<file path="src/rtl/lkps_pkg.sv">
// Package for the lane keeping PD steering block: field widths, register
// reset values, mode and register index codes, and the sequencer program.
// No dependencies.
`default_nettype none
package lkps_pkg;

	localparam int SPEED_W   = 12;
	localparam int QUAL_W    = 8;
	localparam int OFFSET_W  = 14;
	localparam int TORQUE_W  = 12;
	localparam int MODE_W    = 2;
	localparam int INTENS_W  = 2;
	localparam int GAIN_W    = 16;
	localparam int RATE_W    = 10;
	localparam int LIMIT_W   = 12;
	localparam int WARN_W    = 13;
	localparam int CFG_IDX_W = 3;
	localparam int CFG_DAT_W = 16;
	localparam int PC_W      = 2;

	localparam logic [SPEED_W-1:0] MIN_SPEED_RST     = 12'd600;
	localparam logic [GAIN_W-1:0]  GAIN_P_RST        = 16'd896;
	localparam logic [GAIN_W-1:0]  GAIN_D_RST        = 16'd307;
	localparam logic [RATE_W-1:0]  RATE_SCALE_RST    = 10'd50;
	localparam logic [LIMIT_W-1:0] TORQUE_LIMIT_RST  = 12'd1280;
	localparam logic [WARN_W-1:0]  WARN_OFFSET_RST   = 13'd276;
	localparam logic [LIMIT_W-1:0] ACTIVE_TORQUE_RST = 12'd128;

	localparam logic [INTENS_W-1:0] INTENS_ON  = 2'd3;
	localparam logic [INTENS_W-1:0] INTENS_OFF = 2'd0;

	typedef enum logic [MODE_W-1:0] {
		MODE_OFF       = 2'd0,
		MODE_READY     = 2'd1,
		MODE_PREP      = 2'd2,
		MODE_INTERVENE = 2'd3
	} mode_t;

	typedef enum logic [CFG_IDX_W-1:0] {
		CFG_MIN_SPEED     = 3'd0,
		CFG_GAIN_P        = 3'd1,
		CFG_GAIN_D        = 3'd2,
		CFG_RATE_SCALE    = 3'd3,
		CFG_TORQUE_LIMIT  = 3'd4,
		CFG_WARN_OFFSET   = 3'd5,
		CFG_ACTIVE_TORQUE = 3'd6
	} cfg_idx_t;

	typedef enum logic [1:0] {
		MSEL_NONE = 2'd0,
		MSEL_RATE = 2'd1,
		MSEL_D    = 2'd2,
		MSEL_P    = 2'd3
	} msel_t;

	typedef enum logic [1:0] {
		COND_NEVER   = 2'd0,
		COND_NOREQ   = 2'd1,
		COND_NOPD    = 2'd2,
		COND_OUTBUSY = 2'd3
	} cond_t;

	typedef struct packed {
		logic            take;
		msel_t           msel;
		cond_t           cond;
		logic [PC_W-1:0] target;
		logic            commit;
	} ctrl_t;

	// Step program: accept and form the rate, gain_d product, gain_p product
	// added, then commit the new status. A taken jump goes to target.
	function automatic ctrl_t rom_word(input logic [PC_W-1:0] pc);
		ctrl_t w;
		w = '{take: 1'b0, msel: MSEL_NONE, cond: COND_NEVER, target: 2'd0, commit: 1'b0};
		case (pc)
			2'd0: w = '{take: 1'b1, msel: MSEL_RATE, cond: COND_NOREQ, target: 2'd0,
				commit: 1'b0};
			2'd1: w = '{take: 1'b0, msel: MSEL_D, cond: COND_NOPD, target: 2'd3,
				commit: 1'b0};
			2'd2: w = '{take: 1'b0, msel: MSEL_P, cond: COND_NEVER, target: 2'd0,
				commit: 1'b0};
			2'd3: w = '{take: 1'b0, msel: MSEL_NONE, cond: COND_OUTBUSY, target: 2'd3,
				commit: 1'b1};
			default: w = '{take: 1'b0, msel: MSEL_NONE, cond: COND_NEVER, target: 2'd0,
				commit: 1'b0};
		endcase
		return w;
	endfunction

endpackage
`default_nettype wire

</file>
<file path="src/rtl/lkps_cfg_if.sv">
// Configuration write channel of the lane keeping block.
// Depends on lkps_pkg for the index and data widths.
`default_nettype none
interface lkps_cfg_if;
	logic                          valid;
	logic                          ready;
	logic [lkps_pkg::CFG_IDX_W-1:0] index;
	logic [lkps_pkg::CFG_DAT_W-1:0] data;

	modport source (output valid, output index, output data, input ready);
	modport sink (input valid, input index, input data, output ready);
endinterface
`default_nettype wire

</file>
<file path="src/rtl/lkps_in_if.sv">
// Input channel of the lane keeping block: one control tick per request.
// Depends on lkps_pkg for the field widths.
`default_nettype none
interface lkps_in_if;
	logic                                valid;
	logic                                ready;
	logic [lkps_pkg::SPEED_W-1:0]         speed;
	logic [lkps_pkg::QUAL_W-1:0]          qual_left;
	logic [lkps_pkg::QUAL_W-1:0]          qual_right;
	logic signed [lkps_pkg::OFFSET_W-1:0] left_offset;
	logic signed [lkps_pkg::OFFSET_W-1:0] right_offset;
	logic                                blinker_left;
	logic                                blinker_right;
	logic                                toggle;

	modport source (output valid, output speed, output qual_left, output qual_right,
		output left_offset, output right_offset, output blinker_left, output blinker_right,
		output toggle, input ready);
	modport sink (input valid, input speed, input qual_left, input qual_right,
		input left_offset, input right_offset, input blinker_left, input blinker_right,
		input toggle, output ready);
endinterface
`default_nettype wire

</file>
<file path="src/rtl/lkps_out_if.sv">
// Result channel of the lane keeping block: the status after each tick.
// Depends on lkps_pkg for the field widths.
`default_nettype none
interface lkps_out_if;
	logic                                valid;
	logic                                ready;
	logic [lkps_pkg::MODE_W-1:0]          mode;
	logic signed [lkps_pkg::TORQUE_W-1:0] torque;
	logic                                depart_left;
	logic                                depart_right;
	logic                                active;
	logic [lkps_pkg::INTENS_W-1:0]        intensity;

	modport source (output valid, output mode, output torque, output depart_left,
		output depart_right, output active, output intensity, input ready);
	modport sink (input valid, input mode, input torque, input depart_left,
		input depart_right, input active, input intensity, output ready);
endinterface
`default_nettype wire

</file>
<file path="src/rtl/lane_keep_pd_steering_top.sv">
// Lane keeping PD steering controller with lane departure warning.
// Depends on lkps_pkg, lkps_cfg_if, lkps_in_if and lkps_out_if.
//
// channel  direction  handshake          payload
// cfg_ch   in         valid/ready        index, data (register write)
// in_ch    in         valid/ready        speed, qualities, offsets, turn, toggle
// out_ch   out        valid/ready        mode, torque, warnings, active, intensity
//
// A tick that runs the PD law passes the take, gain_d, gain_p and commit steps;
// others skip gain_p; one shared multiplier forms rate and gain products in turn.
// The result sits in an output register while the next request is taken.
// The commit step waits while an earlier result has not been taken.
// Reset is asynchronous; configuration writes are always accepted.
`default_nettype none
module lane_keep_pd_steering_top (
	input  logic              clk,
	input  logic              arst_n,
	lkps_cfg_if.sink          cfg_ch,
	lkps_in_if.sink           in_ch,
	lkps_out_if.source        out_ch
);

	logic [lkps_pkg::SPEED_W-1:0] min_speed_q;
	logic [lkps_pkg::GAIN_W-1:0]  gain_p_q;
	logic [lkps_pkg::GAIN_W-1:0]  gain_d_q;
	logic [lkps_pkg::RATE_W-1:0]  rate_scale_q;
	logic [lkps_pkg::LIMIT_W-1:0] torque_limit_q;
	logic [lkps_pkg::WARN_W-1:0]  warn_offset_q;
	logic [lkps_pkg::LIMIT_W-1:0] active_torque_q;

	logic [lkps_pkg::PC_W-1:0] pc_q;
	lkps_pkg::ctrl_t           ctrl;
	logic                      accept;
	logic                      jump;
	logic                      out_busy;
	logic                      out_valid_q;

	logic [lkps_pkg::SPEED_W-1:0]         speed_q;
	logic [lkps_pkg::QUAL_W-1:0]          lq_q;
	logic [lkps_pkg::QUAL_W-1:0]          rq_q;
	logic signed [lkps_pkg::OFFSET_W-1:0] loff_q;
	logic signed [lkps_pkg::OFFSET_W-1:0] roff_q;
	logic                                 turn_q;
	logic                                 toggle_q;

	lkps_pkg::mode_t                      mode_q;
	lkps_pkg::mode_t                      mode_nxt;
	logic signed [lkps_pkg::OFFSET_W-1:0] last_q;
	logic signed [lkps_pkg::TORQUE_W-1:0] torque_q;
	logic signed [lkps_pkg::TORQUE_W-1:0] torque_nxt;
	logic                                 active_q;
	logic                                 active_nxt;
	logic                                 depart_left_q;
	logic                                 depart_right_q;
	logic                                 depart_left_nxt;
	logic                                 depart_right_nxt;

	logic can;
	logic pd;

	logic signed [14:0] diff_in;
	logic signed [25:0] mul_a;
	logic signed [16:0] mul_b;
	logic signed [42:0] mul_p;
	logic signed [24:0] rate_q;
	logic signed [41:0] acc_q;

	logic signed [31:0] quot;
	logic signed [32:0] t_raw;
	logic signed [12:0] lim_hi;
	logic signed [12:0] lim_lo;
	logic signed [12:0] t_clip;
	logic [12:0]        t_mag;

	assign cfg_ch.ready = 1'b1;

	always_ff @(posedge clk or negedge arst_n) begin
		if (!arst_n) begin
			min_speed_q     <= lkps_pkg::MIN_SPEED_RST;
			gain_p_q        <= lkps_pkg::GAIN_P_RST;
			gain_d_q        <= lkps_pkg::GAIN_D_RST;
			rate_scale_q    <= lkps_pkg::RATE_SCALE_RST;
			torque_limit_q  <= lkps_pkg::TORQUE_LIMIT_RST;
			warn_offset_q   <= lkps_pkg::WARN_OFFSET_RST;
			active_torque_q <= lkps_pkg::ACTIVE_TORQUE_RST;
		end else if (cfg_ch.valid) begin
			case (cfg_ch.index)
				lkps_pkg::CFG_MIN_SPEED:     min_speed_q     <= cfg_ch.data[lkps_pkg::SPEED_W-1:0];
				lkps_pkg::CFG_GAIN_P:        gain_p_q        <= cfg_ch.data[lkps_pkg::GAIN_W-1:0];
				lkps_pkg::CFG_GAIN_D:        gain_d_q        <= cfg_ch.data[lkps_pkg::GAIN_W-1:0];
				lkps_pkg::CFG_RATE_SCALE:    rate_scale_q    <= cfg_ch.data[lkps_pkg::RATE_W-1:0];
				lkps_pkg::CFG_TORQUE_LIMIT:  torque_limit_q  <= cfg_ch.data[lkps_pkg::LIMIT_W-1:0];
				lkps_pkg::CFG_WARN_OFFSET:   warn_offset_q   <= cfg_ch.data[lkps_pkg::WARN_W-1:0];
				lkps_pkg::CFG_ACTIVE_TORQUE: active_torque_q <= cfg_ch.data[lkps_pkg::LIMIT_W-1:0];
				default: ;
			endcase
		end
	end

	// Sequencer.
	assign ctrl         = lkps_pkg::rom_word(pc_q);
	assign in_ch.ready  = ctrl.take;
	assign accept       = in_ch.valid && ctrl.take;
	assign out_busy     = out_valid_q && !out_ch.ready;

	always_comb begin
		case (ctrl.cond)
			lkps_pkg::COND_NEVER:   jump = 1'b0;
			lkps_pkg::COND_NOREQ:   jump = !in_ch.valid;
			lkps_pkg::COND_NOPD:    jump = !pd;
			lkps_pkg::COND_OUTBUSY: jump = out_busy;
			default:                jump = 1'b0;
		endcase
	end

	always_ff @(posedge clk or negedge arst_n) begin
		if (!arst_n) begin
			pc_q <= '0;
		end else begin
			pc_q <= jump ? ctrl.target : pc_q + 1'b1;
		end
	end

	always_ff @(posedge clk) begin
		if (accept) begin
			speed_q  <= in_ch.speed;
			lq_q     <= in_ch.qual_left;
			rq_q     <= in_ch.qual_right;
			loff_q   <= in_ch.left_offset;
			roff_q   <= in_ch.right_offset;
			turn_q   <= in_ch.blinker_left || in_ch.blinker_right;
			toggle_q <= in_ch.toggle;
		end
	end

	assign can = (speed_q >= min_speed_q) && ((lq_q != '0) || (rq_q != '0)) && !turn_q;
	assign pd  = (mode_q == lkps_pkg::MODE_INTERVENE) && can;

	// Shared multiplier.
	assign diff_in = 15'(in_ch.left_offset) - 15'(last_q);

	always_comb begin
		case (ctrl.msel)
			lkps_pkg::MSEL_RATE: begin
				mul_a = 26'(diff_in);
				mul_b = 17'({1'b0, rate_scale_q});
			end
			lkps_pkg::MSEL_D: begin
				mul_a = 26'(rate_q);
				mul_b = 17'({1'b0, gain_d_q});
			end
			lkps_pkg::MSEL_P: begin
				mul_a = 26'(loff_q);
				mul_b = 17'({1'b0, gain_p_q});
			end
			default: begin
				mul_a = '0;
				mul_b = '0;
			end
		endcase
	end

	assign mul_p = 43'(mul_a) * 43'(mul_b);

	always_ff @(posedge clk) begin
		if (accept && ctrl.msel == lkps_pkg::MSEL_RATE) begin
			rate_q <= mul_p[24:0];
		end
		if (ctrl.msel == lkps_pkg::MSEL_D) begin
			acc_q <= mul_p[41:0];
		end else if (ctrl.msel == lkps_pkg::MSEL_P) begin
			acc_q <= acc_q + mul_p[41:0];
		end
	end

	// Torque: negated floor of the sum over 1024, clamped to the limit and 12 bits.
	assign quot   = acc_q[41:10];
	assign t_raw  = -(33'(quot));
	assign lim_hi = (torque_limit_q > 12'd2047) ? 13'sd2047 : 13'(torque_limit_q);
	assign lim_lo = (torque_limit_q > 12'd2048) ? -13'sd2048 : -(13'(torque_limit_q));

	always_comb begin
		if (t_raw > 33'(lim_hi)) begin
			t_clip = lim_hi;
		end else if (t_raw < 33'(lim_lo)) begin
			t_clip = lim_lo;
		end else begin
			t_clip = t_raw[12:0];
		end
	end

	assign t_mag = t_clip[12] ? 13'(-t_clip) : 13'(t_clip);

	assign depart_left_nxt  = !turn_q && (lq_q != '0) &&
		(15'(loff_q) > $signed({2'b00, warn_offset_q}));
	assign depart_right_nxt = !turn_q && (rq_q != '0) &&
		(15'(roff_q) < -$signed({2'b00, warn_offset_q}));

	// Mode transition.
	always_comb begin
		case (mode_q)
			lkps_pkg::MODE_OFF:
				mode_nxt = toggle_q ? lkps_pkg::MODE_READY : lkps_pkg::MODE_OFF;
			lkps_pkg::MODE_READY: begin
				if (toggle_q) begin
					mode_nxt = lkps_pkg::MODE_OFF;
				end else begin
					mode_nxt = can ? lkps_pkg::MODE_PREP : lkps_pkg::MODE_READY;
				end
			end
			lkps_pkg::MODE_PREP:
				mode_nxt = can ? lkps_pkg::MODE_INTERVENE : lkps_pkg::MODE_READY;
			lkps_pkg::MODE_INTERVENE:
				mode_nxt = can ? lkps_pkg::MODE_INTERVENE : lkps_pkg::MODE_READY;
			default:
				mode_nxt = lkps_pkg::MODE_OFF;
		endcase
	end

	// Torque and flag updates per mode.
	always_comb begin
		torque_nxt = torque_q;
		active_nxt = active_q;
		case (mode_q)
			lkps_pkg::MODE_OFF:
				torque_nxt = '0;
			lkps_pkg::MODE_READY: begin
				if (!toggle_q) begin
					torque_nxt = '0;
				end
			end
			lkps_pkg::MODE_PREP: ;
			lkps_pkg::MODE_INTERVENE: begin
				if (can) begin
					torque_nxt = t_clip[lkps_pkg::TORQUE_W-1:0];
					active_nxt = t_mag > {1'b0, active_torque_q};
				end
			end
			default: ;
		endcase
	end

	always_ff @(posedge clk or negedge arst_n) begin
		if (!arst_n) begin
			mode_q         <= lkps_pkg::MODE_OFF;
			last_q         <= '0;
			torque_q       <= '0;
			active_q       <= 1'b0;
			depart_left_q  <= 1'b0;
			depart_right_q <= 1'b0;
			out_valid_q    <= 1'b0;
		end else if (ctrl.commit && !out_busy) begin
			mode_q         <= mode_nxt;
			torque_q       <= torque_nxt;
			active_q       <= active_nxt;
			depart_left_q  <= depart_left_nxt;
			depart_right_q <= depart_right_nxt;
			if (pd) begin
				last_q <= loff_q;
			end
			out_valid_q    <= 1'b1;
		end else if (out_ch.ready) begin
			out_valid_q <= 1'b0;
		end
	end

	assign out_ch.valid        = out_valid_q;
	assign out_ch.mode         = mode_q;
	assign out_ch.torque       = torque_q;
	assign out_ch.depart_left  = depart_left_q;
	assign out_ch.depart_right = depart_right_q;
	assign out_ch.active       = active_q;
	assign out_ch.intensity    = (depart_left_q || depart_right_q) ? lkps_pkg::INTENS_ON
		: lkps_pkg::INTENS_OFF;

endmodule
`default_nettype wire

</file>
<file path="src/flat_wrapper.sv">
// flat-port wrapper written by rule: the top's interface ports become plain ports
module lane_keep_pd_steering_top_flat 
  (clk, arst_n, cfg_ch_valid, cfg_ch_index, cfg_ch_data, cfg_ch_ready, in_ch_valid, in_ch_speed, in_ch_qual_left, in_ch_qual_right, in_ch_left_offset, in_ch_right_offset, in_ch_blinker_left, in_ch_blinker_right, in_ch_toggle, in_ch_ready, out_ch_valid, out_ch_mode, out_ch_torque, out_ch_depart_left, out_ch_depart_right, out_ch_active, out_ch_intensity, out_ch_ready);
  lkps_cfg_if cfg_ch_i ();
  lkps_in_if in_ch_i ();
  lkps_out_if out_ch_i ();
  input  logic clk;
  input  logic arst_n;
  input wire logic [$bits(cfg_ch_i.valid)-1:0] cfg_ch_valid;
  input wire logic [$bits(cfg_ch_i.index)-1:0] cfg_ch_index;
  input wire logic [$bits(cfg_ch_i.data)-1:0] cfg_ch_data;
  output wire logic [$bits(cfg_ch_i.ready)-1:0] cfg_ch_ready;
  input wire logic [$bits(in_ch_i.valid)-1:0] in_ch_valid;
  input wire logic [$bits(in_ch_i.speed)-1:0] in_ch_speed;
  input wire logic [$bits(in_ch_i.qual_left)-1:0] in_ch_qual_left;
  input wire logic [$bits(in_ch_i.qual_right)-1:0] in_ch_qual_right;
  input wire logic [$bits(in_ch_i.left_offset)-1:0] in_ch_left_offset;
  input wire logic [$bits(in_ch_i.right_offset)-1:0] in_ch_right_offset;
  input wire logic [$bits(in_ch_i.blinker_left)-1:0] in_ch_blinker_left;
  input wire logic [$bits(in_ch_i.blinker_right)-1:0] in_ch_blinker_right;
  input wire logic [$bits(in_ch_i.toggle)-1:0] in_ch_toggle;
  output wire logic [$bits(in_ch_i.ready)-1:0] in_ch_ready;
  output wire logic [$bits(out_ch_i.valid)-1:0] out_ch_valid;
  output wire logic [$bits(out_ch_i.mode)-1:0] out_ch_mode;
  output wire logic [$bits(out_ch_i.torque)-1:0] out_ch_torque;
  output wire logic [$bits(out_ch_i.depart_left)-1:0] out_ch_depart_left;
  output wire logic [$bits(out_ch_i.depart_right)-1:0] out_ch_depart_right;
  output wire logic [$bits(out_ch_i.active)-1:0] out_ch_active;
  output wire logic [$bits(out_ch_i.intensity)-1:0] out_ch_intensity;
  input wire logic [$bits(out_ch_i.ready)-1:0] out_ch_ready;
  assign cfg_ch_i.valid = cfg_ch_valid;
  assign cfg_ch_i.index = cfg_ch_index;
  assign cfg_ch_i.data = cfg_ch_data;
  assign cfg_ch_ready = cfg_ch_i.ready;
  assign in_ch_i.valid = in_ch_valid;
  assign in_ch_i.speed = in_ch_speed;
  assign in_ch_i.qual_left = in_ch_qual_left;
  assign in_ch_i.qual_right = in_ch_qual_right;
  assign in_ch_i.left_offset = in_ch_left_offset;
  assign in_ch_i.right_offset = in_ch_right_offset;
  assign in_ch_i.blinker_left = in_ch_blinker_left;
  assign in_ch_i.blinker_right = in_ch_blinker_right;
  assign in_ch_i.toggle = in_ch_toggle;
  assign in_ch_ready = in_ch_i.ready;
  assign out_ch_valid = out_ch_i.valid;
  assign out_ch_mode = out_ch_i.mode;
  assign out_ch_torque = out_ch_i.torque;
  assign out_ch_depart_left = out_ch_i.depart_left;
  assign out_ch_depart_right = out_ch_i.depart_right;
  assign out_ch_active = out_ch_i.active;
  assign out_ch_intensity = out_ch_i.intensity;
  assign out_ch_i.ready = out_ch_ready;
  lane_keep_pd_steering_top u_core (.clk(clk), .arst_n(arst_n), .cfg_ch(cfg_ch_i), .in_ch(in_ch_i), .out_ch(out_ch_i));
endmodule
</file>
<file path="config.mk">
export PLATFORM = sky130hd
export DESIGN_NAME = lane_keep_pd_steering_top_flat
export DESIGN_NICKNAME = d
export VERILOG_FILES = /design/src/rtl/lkps_pkg.sv /design/src/rtl/lkps_cfg_if.sv /design/src/rtl/lkps_in_if.sv /design/src/rtl/lkps_out_if.sv /design/src/rtl/lane_keep_pd_steering_top.sv /design/src/flat_wrapper.sv
export SDC_FILE = /design/constraint.sdc
export NUM_CORES = 2
export LEC_CHECK = 0
export BUFFER_PORTS_ARGS = -buffer_cell sky130_fd_sc_hd__buf_4
export CORE_ASPECT_RATIO = 1.75
export CORE_MARGIN = 2
export CORE_UTILIZATION = 55
export CTS_CLUSTER_DIAMETER = 100
export CTS_CLUSTER_SIZE = 12
export DETAILED_ROUTE_END_ITERATION = 10
export GPL_TIMING_DRIVEN = 0
export PLACE_DENSITY_LB_ADDON = 0.15
export RECOVER_POWER = 100
export SYNTH_ARGS = -nofsm -noshare
export SYNTH_HDL_FRONTEND = slang
export SYNTH_SLANG_ARGS = --single-unit
</file>
<file path="constraint.sdc">
create_clock -name clk -period 10.6 [get_ports clk]
set_clock_uncertainty 0.05 [all_clocks]
set_input_delay 1.59 -clock clk [delete_from_list [all_inputs] [get_ports clk]]
set_output_delay 1.59 -clock clk [all_outputs]
set_load 0.05 [all_outputs]
</file>
==> flow_metrics.tcl <==
set metrics [dict create \
    clk_pin_slew_ps 70 \
    core_area_um2 55300 \
    overflow 0 \
    rsz0062_at_grt "yes" \
    yosysWarnings 0 \
    syn_inst 3305 \
    slew_headroom_pct -261 \
    finalMaxSlewViolations 170 \
    setup_viol 14 \
    gp_congestion 1.00 \
    cts-buffers-inserted 24 \
    ios 105 \
    layout_setup_ws_ps -672 \
    clock_latency_ps 570 \
    outcome "complete, but fails checks" \
    drtIter0Drc 1754 \
    worst_path_largest_cell_delay_ps 700 \
    crit_path_start_kind "input port" \
    start_util_pct 55.7 \
    crit_fanout 8 \
    r2r-end "u_core.acc_q[40]$_DFFE_PP_" \
    hold_viol_final 0 \
    dp_hpwl_um 79800 \
    worstSetupEndpoint "u_core.acc_q[40]$_DFFE_PP_" \
    vias 25500 \
    cp_slowest_cell "fa_2" \
    drt-total-wl_um 101000 \
    htree_levels 1 \
    grt_usage_pct 35.1 \
    nets 4278 \
    synth_seq_cells 250 \
    arrival_ps 11550 \
    rr_worst_depth 39 \
    timing.rr.start "u_core.pc_q[1]$_DFF_PN0_" \
    synthesis.area_um2 30800 \
    synth_edf_count 125 \
    wl_per_cell_um 23.7 \
    rows 114 \
    failed_checks "max-capacitance violations, max-slew violations, negative setup slack" \
    place_ws_ps -2480 \
    fin_cells 4249 \
    cap_violations 3 \
    areaGrowthSynthToFinish_pct 14.3 \
    required_ps 10880 \
    antenna_cells 0 \
    fin_crit_sh_pct 106 \
    first_global_vias 26900 \
    ys_async_sr_fraction_pct 50.0 \
    chipWidth_um 183 \
    dr.pass1.iters 6 \
    fin_util_pct 63.6 \
    clock_sinks 250 \
    setup.worst_path.start "in_ch_left_offset[0]" \
    design.die.area_um2 58000 \
    ys_types 86 \
    worst-setup-path-type "input port to flip-flop" \
    tightest_slew_ps 5420 \
    vias_per_cell 6.01 \
    yosysSeqAreaShare_pct 22.4 \
    hold_path_class "flip-flop to flip-flop" \
    cts_tree "done" \
    finalCriticalPeriod_ps 11270 \
    cts_root_buffer "clkbuf_16" \
    drive_gt1_share_pct 15.8 \
    grt_pass1_wl_um 152000 \
    ant_nets 0 \
    clk_path_buf_depth 3 \
    end_kind "flip-flop" \
    die_y_um 317 \
    cpMostUsedCell "fa_1" \
    grt_max_degree 102 \
    fmax_mhz 88.7 \
    synth_area_per_cell_um2 9.32 \
    io_buffers 101 \
    synthFlopType "edfxtp_1" \
    antenna_found_initial 0 \
    drc_errors 0 \
    dp_cells 4108 \
    rrSetupSlack_ps -580 \
]
per-layer routing:
layer | up-vias | GRT usage (%) | routed length (µm)
met2 | 1107 | 63.2 | 51300
met5 | - | 0 | 0
met3 | 456 | 4.27 | 5650
met1 | 12700 | 36.1 | 32900
met4 | 0 | 30.1 | 11000
li1 | 11300 | - | -
synth_stat cells (9+ instances only):
cell type  instances  area share (%)
xnor2_1           91             2.6
ha_1             267              11
o31ai_1           13            0.32
a21oi_1          135             2.2
and2_1            17            0.35
a22oi_1           16            0.39
or3_1             22            0.45
a222oi_1          11            0.36
and3_1             9            0.18
mux2_2            91             3.3
dfrtp_1          104             8.4
o21bai_1          15            0.37
fa_1             393              26
nand4_1           23            0.47
dfstp_2           21             1.8
nor4_1            25            0.51
inv_1            548             6.7
a22o_1             9            0.26
nor3b_1           10            0.24
mux2i_1           16            0.52
a211oi_1          18            0.44
o21ai_0          127             2.1
a31oi_1           11            0.22
o21a_1            19            0.46
xor2_1            49             1.4
edfxtp_1         125              12
clkbuf_1         103             1.3
a21o_1            73             1.8
nand2_1          325             4.0
or2_2             28            0.57
nand3_1           40            0.65
nor2_1           328             4.0
nor3_1            52            0.84
nor2b_1           10            0.20
nand2b_1          40            0.81
registers in the layout (all words and copies together), names as in the netlist, 13 cells and up:
signal,count
u_core.roff_q,14
u_core.acc_q,42
u_core.last_q,14
u_core.gain_p_q,16
u_core.rate_q,25
u_core.gain_d_q,16
u_core.loff_q,14
u_core.warn_offset_q,13
layout by cell type (no fill, tap or decap), drive strengths merged, types with 17 or more instances in the layout:
cell type,count
nand2,325
dfstp,21
buf,140
edfxtp,125
inv,546
xor2,49
nor4,28
nor3,52
fa,393
or3,23
mux2,92
nor2,328
and2,17
nand3,40
a21oi,136
a21o,73
o21a,19
ha,267
xnor2,91
dfrtp,104
nand2b,40
clkbuf,221
nand4,23
or2,29
a211oi,18
o21ai,129
worst min path at each step:
stage	startpoint	end	slack, ps	cells after the start
floorplan	u_core.min_speed_q[3]$_DFFE_PN1P_	u_core.min_speed_q[3]$_DFFE_PN1P_	430	2
global placement	u_core.out_ch.torque[3]$_DFFE_PN0P_	u_core.out_ch.torque[3]$_DFFE_PN0P_	440	1
detailed placement	u_core.out_ch.torque[2]$_DFFE_PN0P_	u_core.out_ch.torque[2]$_DFFE_PN0P_	430	1
CTS	u_core.out_ch.torque[2]$_DFFE_PN0P_	u_core.out_ch.torque[2]$_DFFE_PN0P_	450	1
global route	u_core.gain_p_q[6]$_DFFE_PN0P_	u_core.gain_p_q[6]$_DFFE_PN0P_	470	1
finish	u_core.out_ch.torque[2]$_DFFE_PN0P_	u_core.out_ch.torque[2]$_DFFE_PN0P_	440	1
kinds of logic (layout without fill, tap and decap cells):
| kind of cell | Yosys count | count (layout) | share of synthesized area (%) |
|---|---|---|---|
| fa+ha+maj | 660 | 660 | 36.4 |
| buf+inv | 664 | 911 | 8.16 |
| compound gates | 522 | 522 | 11.0 |
| flops | 250 | 250 | 22.4 |
| xor+xnor | 140 | 140 | 3.98 |
| other cells | 1 | 2 | 0.0122 |
| simple gates | 960 | 960 | 14.2 |
| mux | 108 | 108 | 3.89 |
worst max-delay path, delay by kind of cell:
kind | cells | cell delay [ps]
AO/OA/AOI/OAI | 17 | 3450
XOR/XNOR | 2 | 270
adder cells (fa/ha/maj) | 10 | 4250
buffers and inverters | 7 | 720
multiplexers | 1 | 270
AND/OR/NAND/NOR | 8 | 990
per-stage QoR:
stage | hold slack, ps | setup TNS (ps) | instance area, µm²
after global placement | 436 | -37610 | 32700
after detailed placement | 435 | -41310 | 32800
after floorplan | 428 | -663 | 31100
after global routing | 470 | -9590 | 35200
after CTS | 452 | -4760 | 34700
final | 444 | -5150 | 35200
what timing repair did:
action / in CTS / in global routing
hold buffers: 0 / 0
endpoints found under the hold margin: 0 / 0
gates cloned: 1 / 0
setup buffers: 68 / 34
pin swaps: 77 / 65
gates resized for setup: 141 / 123
setup endpoints to repair: 25 / 23
cell type report:
class                      count  area (µm²)
clock inverter                 1        30.0
inverter                     548        2080
fill                        4671       20100
tap                          696         871
timing repair buffer         208        1500
multi-input combinational   2392       22600
buffer                       111         542
sequential                   250        6910
clock buffer                  43         682
Power is not shown: default switching activity piles up to over one toggle a cycle in this logic, so the estimate is an artifact.
